--- config.mk ---
export PLATFORM = sky130hd
export DESIGN_NAME = bounded_set_table
export DESIGN_NICKNAME = d
export VERILOG_FILES = /design/src/bst_pkg.sv /design/src/bst_ram.sv /design/src/bounded_set_table.sv
export SDC_FILE = /design/constraint.sdc
export NUM_CORES = 1
export LEC_CHECK = 0
export BUFFER_PORTS_ARGS = -buffer_cell sky130_fd_sc_hd__clkbuf_2
export CORE_MARGIN = 2
export CORE_UTILIZATION = 50
export CTS_BUF_LIST = sky130_fd_sc_hd__clkbuf_4 sky130_fd_sc_hd__clkbuf_8 sky130_fd_sc_hd__clkbuf_16
export CTS_CLUSTER_DIAMETER = 80
export DETAILED_ROUTE_END_ITERATION = 7
export PLACE_DENSITY = 0.69
export RECOVER_POWER = 50
export SETUP_SLACK_MARGIN = 0.5
export SYNTH_ARGS = -nofsm -noshare
export SYNTH_HDL_FRONTEND = slang
export SYNTH_SLANG_ARGS = --single-unit
--- constraint.sdc ---
create_clock -name clk -period 7.4 [get_ports clk]
set_input_delay 1.85 -clock clk [delete_from_list [all_inputs] [get_ports clk]]
set_output_delay 1.85 -clock clk [all_outputs]
set_load 0.02 [all_outputs]
--- src/bst_pkg.sv ---
// Shared types and constants for the bounded set table.
package bst_pkg;

  // Fixed widths of the stream fields.
  localparam int ELEM_BITS  = 32;
  localparam int POS_BITS   = 4;
  localparam int COUNT_BITS = 5;
  localparam int IN_BITS    = 40;
  localparam int OUT_BITS   = 40;

  typedef enum logic [1:0] {
    ACT_ADD      = 2'd0,
    ACT_REMOVE   = 2'd1,
    ACT_CONTAINS = 2'd2,
    ACT_READ     = 2'd3
  } act_t;

  typedef enum logic [2:0] {
    ST_IDLE,
    ST_SCAN,
    ST_SHIFT,
    ST_FETCH,
    ST_RESOLVE
  } state_t;

endpackage

--- src/bst_ram.sv ---
// Generic simple dual-port RAM with one write port and a registered read port.
module bst_ram #(
  parameter int WIDTH = 32,
  parameter int DEPTH = 16
) (
  input  logic                     clk,
  input  logic                     we,
  input  logic [$clog2(DEPTH)-1:0] waddr,
  input  logic [WIDTH-1:0]         wdata,
  input  logic                     re,
  input  logic [$clog2(DEPTH)-1:0] raddr,
  output logic [WIDTH-1:0]         rdata
);

  logic [WIDTH-1:0] mem [DEPTH];

  always_ff @(posedge clk) begin
    if (we) begin
      mem[waddr] <= wdata;
    end
    if (re) begin
      rdata <= mem[raddr];
    end
  end

endmodule

--- src/bounded_set_table.sv ---
// Top level of the bounded set table: sequencer, comparator and result register.
// Steps: a read at a valid index passes through the fetch step to the resolve step, any other
// read goes straight to resolve; add, remove and contains scan the stored entries one by one,
// and a remove of a stored entry then shifts the later entries one place down. The resolve
// step waits while the result register holds a result that has not yet been taken.
// Throughput: one item at a time; the single RAM read port visits one table entry per cycle
// during the search and during the compaction shift.
// Reset (synchronous, active high) empties the table by clearing the count; no clearing
// pass is made over the RAM, whose contents stay undefined until written.
module bounded_set_table
  import bst_pkg::*;
#(
  parameter int CAPACITY      = 16,
  parameter int ELEMENT_WIDTH = 32
) (
  input  logic                clk,
  input  logic                rst,
  // Input item stream.
  input  logic                s_tvalid,
  output logic                s_tready,
  input  logic [IN_BITS-1:0]  s_tdata,   // element [31:0], position [35:32], zeros above
  input  logic [1:0]          s_tuser,   // action [1:0]
  // Result item stream.
  output logic                m_tvalid,
  input  logic                m_tready,
  output logic [OUT_BITS-1:0] m_tdata    // success [0], table_full [1], read_value [33:2],
                                         // entry_count [38:34], zero [39]
);

  // Address width of the table and width of a counter that can hold CAPACITY itself.
  localparam int AW = $clog2(CAPACITY);
  localparam int CW = $clog2(CAPACITY + 1);

  state_t state, state_next;

  // Latched item.
  act_t                     act;
  logic [ELEMENT_WIDTH-1:0] key;
  logic [POS_BITS-1:0]      pos;
  logic                     pos_ok;

  // Table occupancy and walk state.
  logic [CW-1:0] count;
  logic [CW-1:0] idx;       // next entry to read
  logic [AW-1:0] cmp_idx;   // entry whose data is on the RAM output
  logic          pend;      // RAM output holds entry cmp_idx
  logic          found;

  // Result register, which parts the result stream from the sequencer.
  logic                  out_success;
  logic                  out_full;
  logic [ELEM_BITS-1:0]  out_value;
  logic [COUNT_BITS-1:0] out_count;

  // RAM port signals.
  logic                     ram_we;
  logic [AW-1:0]            ram_waddr;
  logic [ELEMENT_WIDTH-1:0] ram_wdata;
  logic                     ram_re;
  logic [AW-1:0]            ram_raddr;
  logic [ELEMENT_WIDTH-1:0] ram_rdata;

  // Decoded input fields; element bits above ELEMENT_WIDTH are dropped.
  logic [ELEMENT_WIDTH-1:0] in_key;
  logic [POS_BITS-1:0]      in_pos;
  act_t                     in_act;

  // Sequencer status and result values.
  logic                  accept;
  logic                  issue;
  logic                  hit;
  logic                  miss_done;
  logic                  out_free;
  logic                  load;
  logic                  res_success;
  logic                  res_full;
  logic [ELEM_BITS-1:0]  res_value;
  logic [CW-1:0]         res_count;

  assign in_key = ELEMENT_WIDTH'(64'(s_tdata[ELEM_BITS-1:0]));
  assign in_pos = s_tdata[ELEM_BITS +: POS_BITS];
  assign in_act = act_t'(s_tuser);

  // An item is taken whenever the sequencer is idle, even while a previous result
  // still waits in the output register.
  assign s_tready = (state == ST_IDLE);
  assign accept   = s_tvalid && s_tready;
  assign out_free = !m_tvalid || m_tready;

  // The comparator: the single shared unit checks one entry per cycle against the key.
  assign hit       = (state == ST_SCAN) && pend && (ram_rdata == key);
  assign miss_done = (state == ST_SCAN) && pend && !hit && (idx >= count);

  // Next-state logic.
  always_comb begin
    state_next = state;
    unique case (state)
      ST_IDLE: begin
        if (accept) begin
          if (in_act == ACT_READ) begin
            state_next = (32'(in_pos) < 32'(count)) ? ST_FETCH : ST_RESOLVE;
          end else begin
            state_next = (count == '0) ? ST_RESOLVE : ST_SCAN;
          end
        end
      end
      ST_SCAN: begin
        if (hit) begin
          state_next = (act == ACT_REMOVE) ? ST_SHIFT : ST_RESOLVE;
        end else if (miss_done) begin
          state_next = ST_RESOLVE;
        end
      end
      ST_SHIFT: begin
        if (idx >= count) begin
          state_next = ST_RESOLVE;
        end
      end
      ST_FETCH: begin
        state_next = ST_RESOLVE;
      end
      ST_RESOLVE: begin
        if (out_free) begin
          state_next = ST_IDLE;
        end
      end
      default: begin
        state_next = ST_IDLE;
      end
    endcase
  end

  // Sequencer outputs: RAM control and the result of the finished item.
  always_comb begin
    issue       = 1'b0;
    ram_re      = 1'b0;
    ram_raddr   = AW'(idx);
    ram_we      = 1'b0;
    ram_waddr   = AW'(cmp_idx - 1'b1);
    ram_wdata   = ram_rdata;
    load        = 1'b0;
    res_success = 1'b0;
    res_full    = 1'b0;
    res_value   = '0;
    res_count   = count;

    unique case (act)
      ACT_ADD: begin
        res_success = !found && (count < CW'(CAPACITY));
        res_full    = !found && (count >= CW'(CAPACITY));
        res_count   = count + CW'(res_success);
      end
      ACT_REMOVE: begin
        res_success = found;
        res_count   = count - CW'(found);
      end
      ACT_CONTAINS: begin
        res_success = found;
      end
      ACT_READ: begin
        res_success = pos_ok;
        res_value   = pos_ok ? ELEM_BITS'(64'(ram_rdata)) : '0;
      end
      default: begin
        res_success = 1'b0;
      end
    endcase

    unique case (state)
      ST_SCAN: begin
        issue  = (idx < count);
        ram_re = issue;
      end
      ST_SHIFT: begin
        // Read entry idx while writing the entry fetched last cycle one place lower.
        issue  = (idx < count);
        ram_re = issue;
        ram_we = pend;
      end
      ST_FETCH: begin
        ram_re    = 1'b1;
        ram_raddr = AW'(pos);
      end
      ST_RESOLVE: begin
        load = out_free;
        // A new entry is appended at the end of the table.
        if ((act == ACT_ADD) && res_success) begin
          ram_we    = load;
          ram_waddr = AW'(count);
          ram_wdata = key;
        end
      end
      default: begin
        issue = 1'b0;
      end
    endcase
  end

  // Sequencer registers.
  always_ff @(posedge clk) begin
    if (rst) begin
      state <= ST_IDLE;
      count <= '0;
      pend  <= 1'b0;
    end else begin
      state <= state_next;
      if (hit && (act == ACT_REMOVE)) begin
        // Compaction starts with the entry just above the one found.
        idx  <= CW'(cmp_idx) + 1'b1;
        pend <= 1'b0;
      end else begin
        pend <= issue;
        if (issue) begin
          idx     <= idx + 1'b1;
          cmp_idx <= AW'(idx);
        end
      end
      if (accept) begin
        act    <= in_act;
        key    <= in_key;
        pos    <= in_pos;
        pos_ok <= (32'(in_pos) < 32'(count));
        idx    <= '0;
        found  <= 1'b0;
      end
      if (hit) begin
        found <= 1'b1;
      end
      if (load) begin
        count <= res_count;
      end
    end
  end

  // Result register.
  always_ff @(posedge clk) begin
    if (rst) begin
      m_tvalid <= 1'b0;
    end else if (load) begin
      m_tvalid <= 1'b1;
    end else if (m_tready) begin
      m_tvalid <= 1'b0;
    end
  end

  always_ff @(posedge clk) begin
    if (load) begin
      out_success <= res_success;
      out_full    <= res_full;
      out_value   <= res_value;
      out_count   <= COUNT_BITS'(res_count);
    end
  end

  assign m_tdata = {1'b0, out_count, out_value, out_full, out_success};

  bst_ram #(
    .WIDTH (ELEMENT_WIDTH),
    .DEPTH (CAPACITY)
  ) u_table (
    .clk   (clk),
    .we    (ram_we),
    .waddr (ram_waddr),
    .wdata (ram_wdata),
    .re    (ram_re),
    .raddr (ram_raddr),
    .rdata (ram_rdata)
  );

  // The count never passes the capacity.
  assert property (@(posedge clk) disable iff (rst) count <= CW'(CAPACITY))
    else $error("entry count exceeds capacity");

  // A result appears only after the resolve step.
  assert property (@(posedge clk) disable iff (rst)
    $rose(m_tvalid) |-> $past(state == ST_RESOLVE))
    else $error("result raised outside the resolve step");

  // The table is never written while the sequencer is idle.
  assert property (@(posedge clk) disable iff (rst) (state == ST_IDLE) |-> !ram_we)
    else $error("table written while idle");

  // The count changes only when a result is loaded.
  assert property (@(posedge clk) disable iff (rst)
    (count != $past(count)) |-> $past(load))
    else $error("entry count changed without a result");

endmodule
======== Word-level counts from Yosys, hierarchy flattened ========
Memories as Yosys holds them, arrays and structs flattened. A register that Yosys moved wholly into a read port is not among the register bits.
Cells that the tools add are included.
storage, ports and cells
  register bits ........................... 98
  memory bits (writable) .................. 512
  bits of input ports ..................... 46
  word-level logic and storage cells ...... 98
  memories kept ........................... 1
memory list
  name         depth  width  rd ports  clocked after memory_dff  write ports  RTL line       RTL
  u_table.mem  16     32     1         1                         1            bst_ram.sv:15  logic [WIDTH-1:0] mem [DEPTH];
operators by class
  $add $sub $neg .......................... 5
  magnitude comparators ................... 5
  equality and inequality tests ........... 13
  muxes and demuxes ....................... 29
  bitwise gates (word level) .............. 2
  reduce and logical (&&, ||, !) cells .... 28
operators with widths
  cell                 number
  $mux 32              2
  $eq 32x32->1         1
  $mux 3               9
  $pmux 3 s5           1
  $mux 4               3
  $mux 5               2
  $pmux 5 s2           1
  $logic_and 1x1->1    9
  $mux 1               8
  $reduce_and 2->1     4
  $eq 2x2->1 const B   3
  $eq 3x2->1 const B   2
  $reduce_or 2->1      3
  $add 4x1->5 const B  1
  $add 5x1->5          1
  $add 5x1->5 const B  1
  $ge 5x5->1           1
  $ge 5x5->1 const B   1
  $logic_not 5->1      1
  $lt 4x5->1           1
  $lt 5x5->1           1
  $lt 5x5->1 const B   1
  $sub 5x1->5          1
  $ne 2x2->1 const B   2
  other kinds (17)     22

======== Logic depth before layout (Yosys ltp) ========
  word-level depth ........................ 9
  depth in mapped cells ................... 13
  depth with buffers taken out ............ 13

======== Hierarchy ========
A second synthesis with hierarchy kept.
unflattened totals
  cell total of the unflattened synthesis .. 1264
  area total of the unflattened synthesis .. 25393.1 sq um
modules (own cells, without submodules)
  module             instances  cells an instance  area each (sq um)
  bst_ram            1          838                20155.6
  bounded_set_table  1          426                5237.5

======== Least setup slack after synthesis ========
No wires, ideal clock.
  kind .................................... input to register
  start ................................... input m_tready
  end ..................................... register count[0]
  arrival ................................. 4258 ps
  data required time ...................... 7272 ps
  path slack .............................. 3015 ps
  cell stages on the path ................. 4
  path buffers ............................ 0
  cell sequence ........................... nor2b_1 -> nor2_1 -> mux2i_1 -> nor2_1
between the ends
  cells in the longest elaborated chain, start to end .. 2
RTL lines
  element               RTL line                  RTL
  from (decl)           bounded_set_table.sv:25   input logic m_tready,
  $logic_or 1x1->1      bounded_set_table.sv:88   assign out_free = !m_tvalid || m_tready;
  $mux 1                bounded_set_table.sv:169  unique case (state)
  named net load        bounded_set_table.sv:74   logic load;
  to (signal assigned)  bounded_set_table.sv:230  count <= res_count;
  to (decl)             bounded_set_table.sv:43   logic [CW-1:0] count;
The timed path passes the listed nets, and every way through them passes these cells.
A chain may end at the register's enable or synchronous reset.

======== Worst setup path in the final report ========
  start ................................... input rst
  end ..................................... register key[17] (enable)
between the ends
  cells in the longest elaborated chain, start to end .. 2
RTL lines
  element                            RTL line                  RTL
  from (decl)                        bounded_set_table.sv:17   input logic rst,
  $not 1->1 (no source line)         --
  $reduce_and 2->1 (no source line)  --
  to (signal assigned)               bounded_set_table.sv:220  key <= in_key;
  to (decl)                          bounded_set_table.sv:38   logic [ELEMENT_WIDTH-1:0] key;
Every way passes these cells.

==> impl_metrics.prom <==
# TYPE chip_impl_metric gauge
chip_impl_info{name="run_status",value="finished with violations"} 1
chip_impl_info{name="failed_checks",value="max-capacitance violations, max-slew violations"} 1
chip_impl_info{name="cpMostUsedCell",value="clkbuf_1"} 1
chip_impl_metric{name="finalNetCount",unit=""} 1483
chip_impl_metric{name="async_reset_ff_share",unit="%"} 0
chip_impl_metric{name="syn_area",unit="µm²"} 25500
chip_impl_metric{name="post_synth.cell_area_avg",unit="µm²"} 19.6
chip_impl_metric{name="drt_iter0_drc",unit=""} 1340
chip_impl_metric{name="part_of_the_power_in_registers",unit="%"} 49.8
chip_impl_info{name="synth_top_flop_cell",value="edfxtp_1"} 1
chip_impl_metric{name="cts_resized",unit=""} 0
chip_impl_metric{name="whs_path_depth",unit=""} 0
chip_impl_info{name="hp-start",value="idx[0]"} 1
chip_impl_metric{name="die_area",unit="µm²"} 52800
chip_impl_info{name="setup.worst_path.class",value="in2reg"} 1
chip_impl_info{name="hold_end",value="cmp_idx[0]"} 1
chip_impl_info{name="type_of_the_worst_min_delay_path",value="reg2reg"} 1
chip_impl_metric{name="wire_per_inst",unit="µm"} 26.6
chip_impl_metric{name="synth_cell_type_count",unit=""} 54
chip_impl_metric{name="setup_violators_final",unit=""} 0
chip_impl_metric{name="power_switching",unit="mW"} 2.14
chip_impl_metric{name="worst_skew_pair.late_latency",unit="ps"} 590
chip_impl_metric{name="worst_ep_required_time",unit="ps"} 7560
chip_impl_metric{name="filler_cells_inserted",unit=""} 3715
chip_impl_metric{name="grt_antenna_before_repair",unit=""} 3
chip_impl_metric{name="reg2reg_setup_slack",unit="ps"} 3100
chip_impl_metric{name="final_number_of_max_transition_violations",unit=""} 88
chip_impl_metric{name="gp_routability_congestion",unit=""} 0.813
chip_impl_info{name="crit_path_cell_trace",value="clkbuf_1 -> nor2_1 -> clkbuf_1"} 1
chip_impl_metric{name="clock-sinks",unit=""} 642
chip_impl_metric{name="htree_levels",unit=""} 3
chip_impl_metric{name="synth_edf_count",unit=""} 632
chip_impl_metric{name="yosysSeqAreaShare",unit="%"} 75.3
chip_impl_metric{name="final_min_period_over_clock_period",unit="%"} 65.2
chip_impl_metric{name="powerDensity",unit="nW/µm²"} 299
chip_impl_metric{name="combinationalPowerShare",unit="%"} 13.6
chip_impl_info{name="worst_setup_path_start_kind",value="primary input"} 1
chip_impl_metric{name="leakage_power_of_the_design",unit="nW"} 9.42
chip_impl_metric{name="worst_ep_arrival_time",unit="ps"} 4990
chip_impl_metric{name="dr_total_vias",unit=""} 12900
chip_impl_metric{name="worst-path-max-fanout",unit=""} 29
chip_impl_metric{name="layout-area-overhead-vs-synth",unit="%"} 13.3
chip_impl_metric{name="synth.yosys.warnings",unit=""} 0
chip_impl_metric{name="slew_headroom",unit="%"} -52.6
chip_impl_info{name="reg2reg_to",value="key[17]"} 1
chip_impl_metric{name="pin_count",unit=""} 88
chip_impl_metric{name="finalWirelength",unit="µm"} 56900
chip_impl_metric{name="chipWidth",unit="µm"} 230
chip_impl_metric{name="global_route.usage.met3",unit="%"} 5.13
chip_impl_metric{name="holdWs",unit="ps"} 578
chip_impl_metric{name="irDropWorstVdd",unit="mV"} 0.181
chip_impl_metric{name="cts_inserted_buffers",unit=""} 67
chip_impl_info{name="cp-end-kind",value="flop"} 1
chip_impl_info{name="clk_root_buffer_cell",value="clkbuf_16"} 1
chip_impl_metric{name="post_cts_hold_buffer_count",unit=""} 0
chip_impl_metric{name="tightestPinTransition",unit="ps"} 2290
chip_impl_metric{name="portBuffers",unit=""} 82
chip_impl_metric{name="cts_setup_buffers",unit=""} 0
chip_impl_info{name="worstReg2RegStart",value="state[0]"} 1
chip_impl_metric{name="max_freq",unit="MHz"} 207
chip_impl_metric{name="floorplan.initialDensity",unit="%"} 50.8
chip_impl_metric{name="internal-power",unit="mW"} 6.50
chip_impl_metric{name="swShare",unit="%"} 24.7
chip_impl_info{name="grt_setup_unrepaired",value="no"} 1
chip_impl_metric{name="reg2regPathDepth",unit=""} 4
chip_impl_metric{name="rows",unit=""} 82
chip_impl_metric{name="finalHoldViolCount",unit=""} 0
chip_impl_metric{name="drc",unit=""} 0
chip_impl_metric{name="totalNegativeSetupSlack",unit="ps"} 0
chip_impl_metric{name="ys_ff_latch",unit=""} 642
chip_impl_metric{name="via_count_of_the_first_global_routing_pass",unit=""} 13000
chip_impl_metric{name="synth_cells",unit=""} 1301
chip_impl_metric{name="coreArea",unit="µm²"} 50200
chip_impl_metric{name="chipHeight",unit="µm"} 230
chip_impl_metric{name="max_cap_viols",unit=""} 3
chip_impl_metric{name="grt_start_max_net_pins",unit=""} 129
chip_impl_metric{name="reg_clk_slew_reported_paths",unit="ps"} 50
chip_impl_metric{name="drive_gt1_share",unit="%"} 24.1
chip_impl_metric{name="sum_of_net_half_perimeters_after_detailed_placement",unit="µm"} 29500
chip_impl_metric{name="part_of_the_power_in_the_clock_network",unit="%"} 36.6
chip_impl_metric{name="mappedNetlistNets",unit=""} 1365
chip_impl_metric{name="drtPass1Iterations",unit=""} 5
chip_impl_metric{name="grt_first_pass_wirelength",unit="µm"} 83800
chip_impl_metric{name="drt-vias-per-instance",unit=""} 6.05
chip_impl_metric{name="cts.path.max_buffers",unit=""} 3
chip_impl_info{name="crit_path_top_delay_cell",value="clkbuf_1"} 1
chip_impl_metric{name="groute.layer.met1.usage",unit="%"} 30.4
chip_impl_metric{name="finClkSkew",unit="ps"} 14.2
chip_impl_metric{name="grtUsageTotal",unit="%"} 21.9
chip_impl_metric{name="critPathMaxStageDelay",unit="ps"} 1710
chip_impl_metric{name="grt_overflow_total",unit=""} 0
chip_impl_metric{name="groute.layer.met2.usage",unit="%"} 35.1
chip_impl_info{name="tritoncts_clock_tree",value="done"} 1
chip_impl_metric{name="finalWorstPathRequiredPeriod",unit="ps"} 4820
chip_impl_info{name="busiest_layer",value="met2"} 1
chip_impl_metric{name="ant_nets",unit=""} 0
[power groups by stage]
stage	Combinational, mW	Clock [mW]	Sequential, mW
floorplan	0.798	0	4.39
global placement	1.17	0	4.37
detailed placement	1.19	0	4.37
CTS	1.20	3.22	4.30
global route	1.27	3.35	4.31
finish	1.17	3.16	4.30
[metrics by stage]
| stage | std cells | util (%) | area [µm²] | setup slack (ps) | power (mW) |
|---|---|---|---|---|---|
| 3_3_place_gp | 2022 | 53.5 | 26900 | 3140 | 5.54 |
| 5_1_grt | 2135 | 57.5 | 28900 | 2400 | 8.94 |
| 2_1_floorplan | 1301 | - | 25500 | 3010 | 5.19 |
| 6_report | 2137 | 57.5 | 28900 | 2580 | 8.64 |
| 4_1_cts | 2135 | 57.6 | 28900 | 3510 | 8.72 |
| 3_5_place_dp | 2022 | 53.5 | 26900 | 3030 | 5.56 |
[routing by layer]
layer,wire (µm),up-vias
li1,-,5514
met3,4440,98
met1,23800,6778
met2,27400,545
met4,1280,0
met5,0,-
[Yosys cell counts, types with 2 or more instances]
cell      instances  area share, %
edfxtp_1        632             75
mux4_2          128             11
nand2_1          84            1.2
a31oi_1          39           0.96
nor2_1           39           0.57
a211oi_1         34            1.0
clkbuf_1         34           0.50
mux2_2           34            1.5
and2_1           32           0.79
and3_1           32           0.79
xor2_1           32            1.1
inv_1            20           0.29
ha_1             17           0.84
nor3_1           13           0.26
buf_2            12           0.24
buf_4            12           0.35
mux2i_1          11           0.43
dfxtp_1          10           0.79
o21ai_0           9           0.18
a21oi_1           7           0.14
nand3_1           7           0.14
nor4_1            7           0.17
nand4_1           5           0.12
xnor2_1           5           0.17
nand2b_1          4          0.098
nor2b_1           4          0.098
a21o_1            3          0.088
buf_1             3          0.044
o21a_1            3          0.088
and2_0            2          0.049
buf_6             2          0.088
nor4_4            2           0.17
o211ai_1          2          0.059
[registers in the layout (all words and copies together), names as in the netlist, 2 cells and up]
signal,flops
u_table.mem,512
u_table.rdata,32
out_count,5
cmp_idx,4
state,3
key,32
idx,5
pos,4
act,2
out_value,32
count,5
[how the worst max path moves through the flow]
stage / from / end / slack [ps]
final: rst / key[17] / 2580
after global routing: rst / key[20] / 2400
after CTS: u_table.rdata[31] / idx[4] / 3510
after detailed placement: m_tready / u_table.mem[3][8] / 3030
after global placement: m_tready / u_table.mem[0][6] / 3140
after floorplan: m_tready / count[0] / 3010
[cell type report]
class / count / area [µm²] / share of cell area (%)
sequential: 642 / 19200 / 66.4
timing repair buffer: 112 / 629 / 2.18
inverter: 20 / 75.1 / 0.260
clock buffer: 89 / 1890 / 6.56
antenna: 2 / 5.00 / 0.0173
clock inverter: 24 / 161 / 0.559
tap: 672 / 841 / 2.91
multi-input combinational: 576 / 6080 / 21.1
[cells in the final DEF, fill, tap and decap left out, types with 16 or more instances in the layout]
master     synthesis  routed
and3_1            32      32
xor2_1            32      32
clkbuf_4           0      19
nor2_1            39      23
clkbuf_2           0      66
a211oi_1          34      34
nor2_4             0      16
edfxtp_1         632     632
mux2_1             0      31
nand2_1           84      84
mux4_2           128     128
buf_4             12      25
and2_1            32      32
inv_1             20      20
a31oi_1           39      39
clkbuf_1          34      19
ha_1              17      17
clkbuf_16          0      70
[critical path, delay by kind of cell]
family	cells	cell delay [ps]
and+or+nand+nor	1	1090
buffers and inverters	2	2020
[cell families (layout without fill, tap and decap cells)]
| family | count (synthesis) | in the layout | synth area share, % |
|---|---|---|---|
| xor+xnor | 37 | 37 | 1.27 |
| fa+ha+maj | 18 | 18 | 0.914 |
| other cells | 1 | 3 | 0.0147 |
| mux | 173 | 173 | 13.3 |
| flops | 642 | 642 | 75.3 |
| buf+inv | 83 | 245 | 1.52 |
| compound gates | 110 | 110 | 3.02 |
| simple gates | 237 | 237 | 4.71 |
Note: power is estimated with default switching activity, not from simulation.
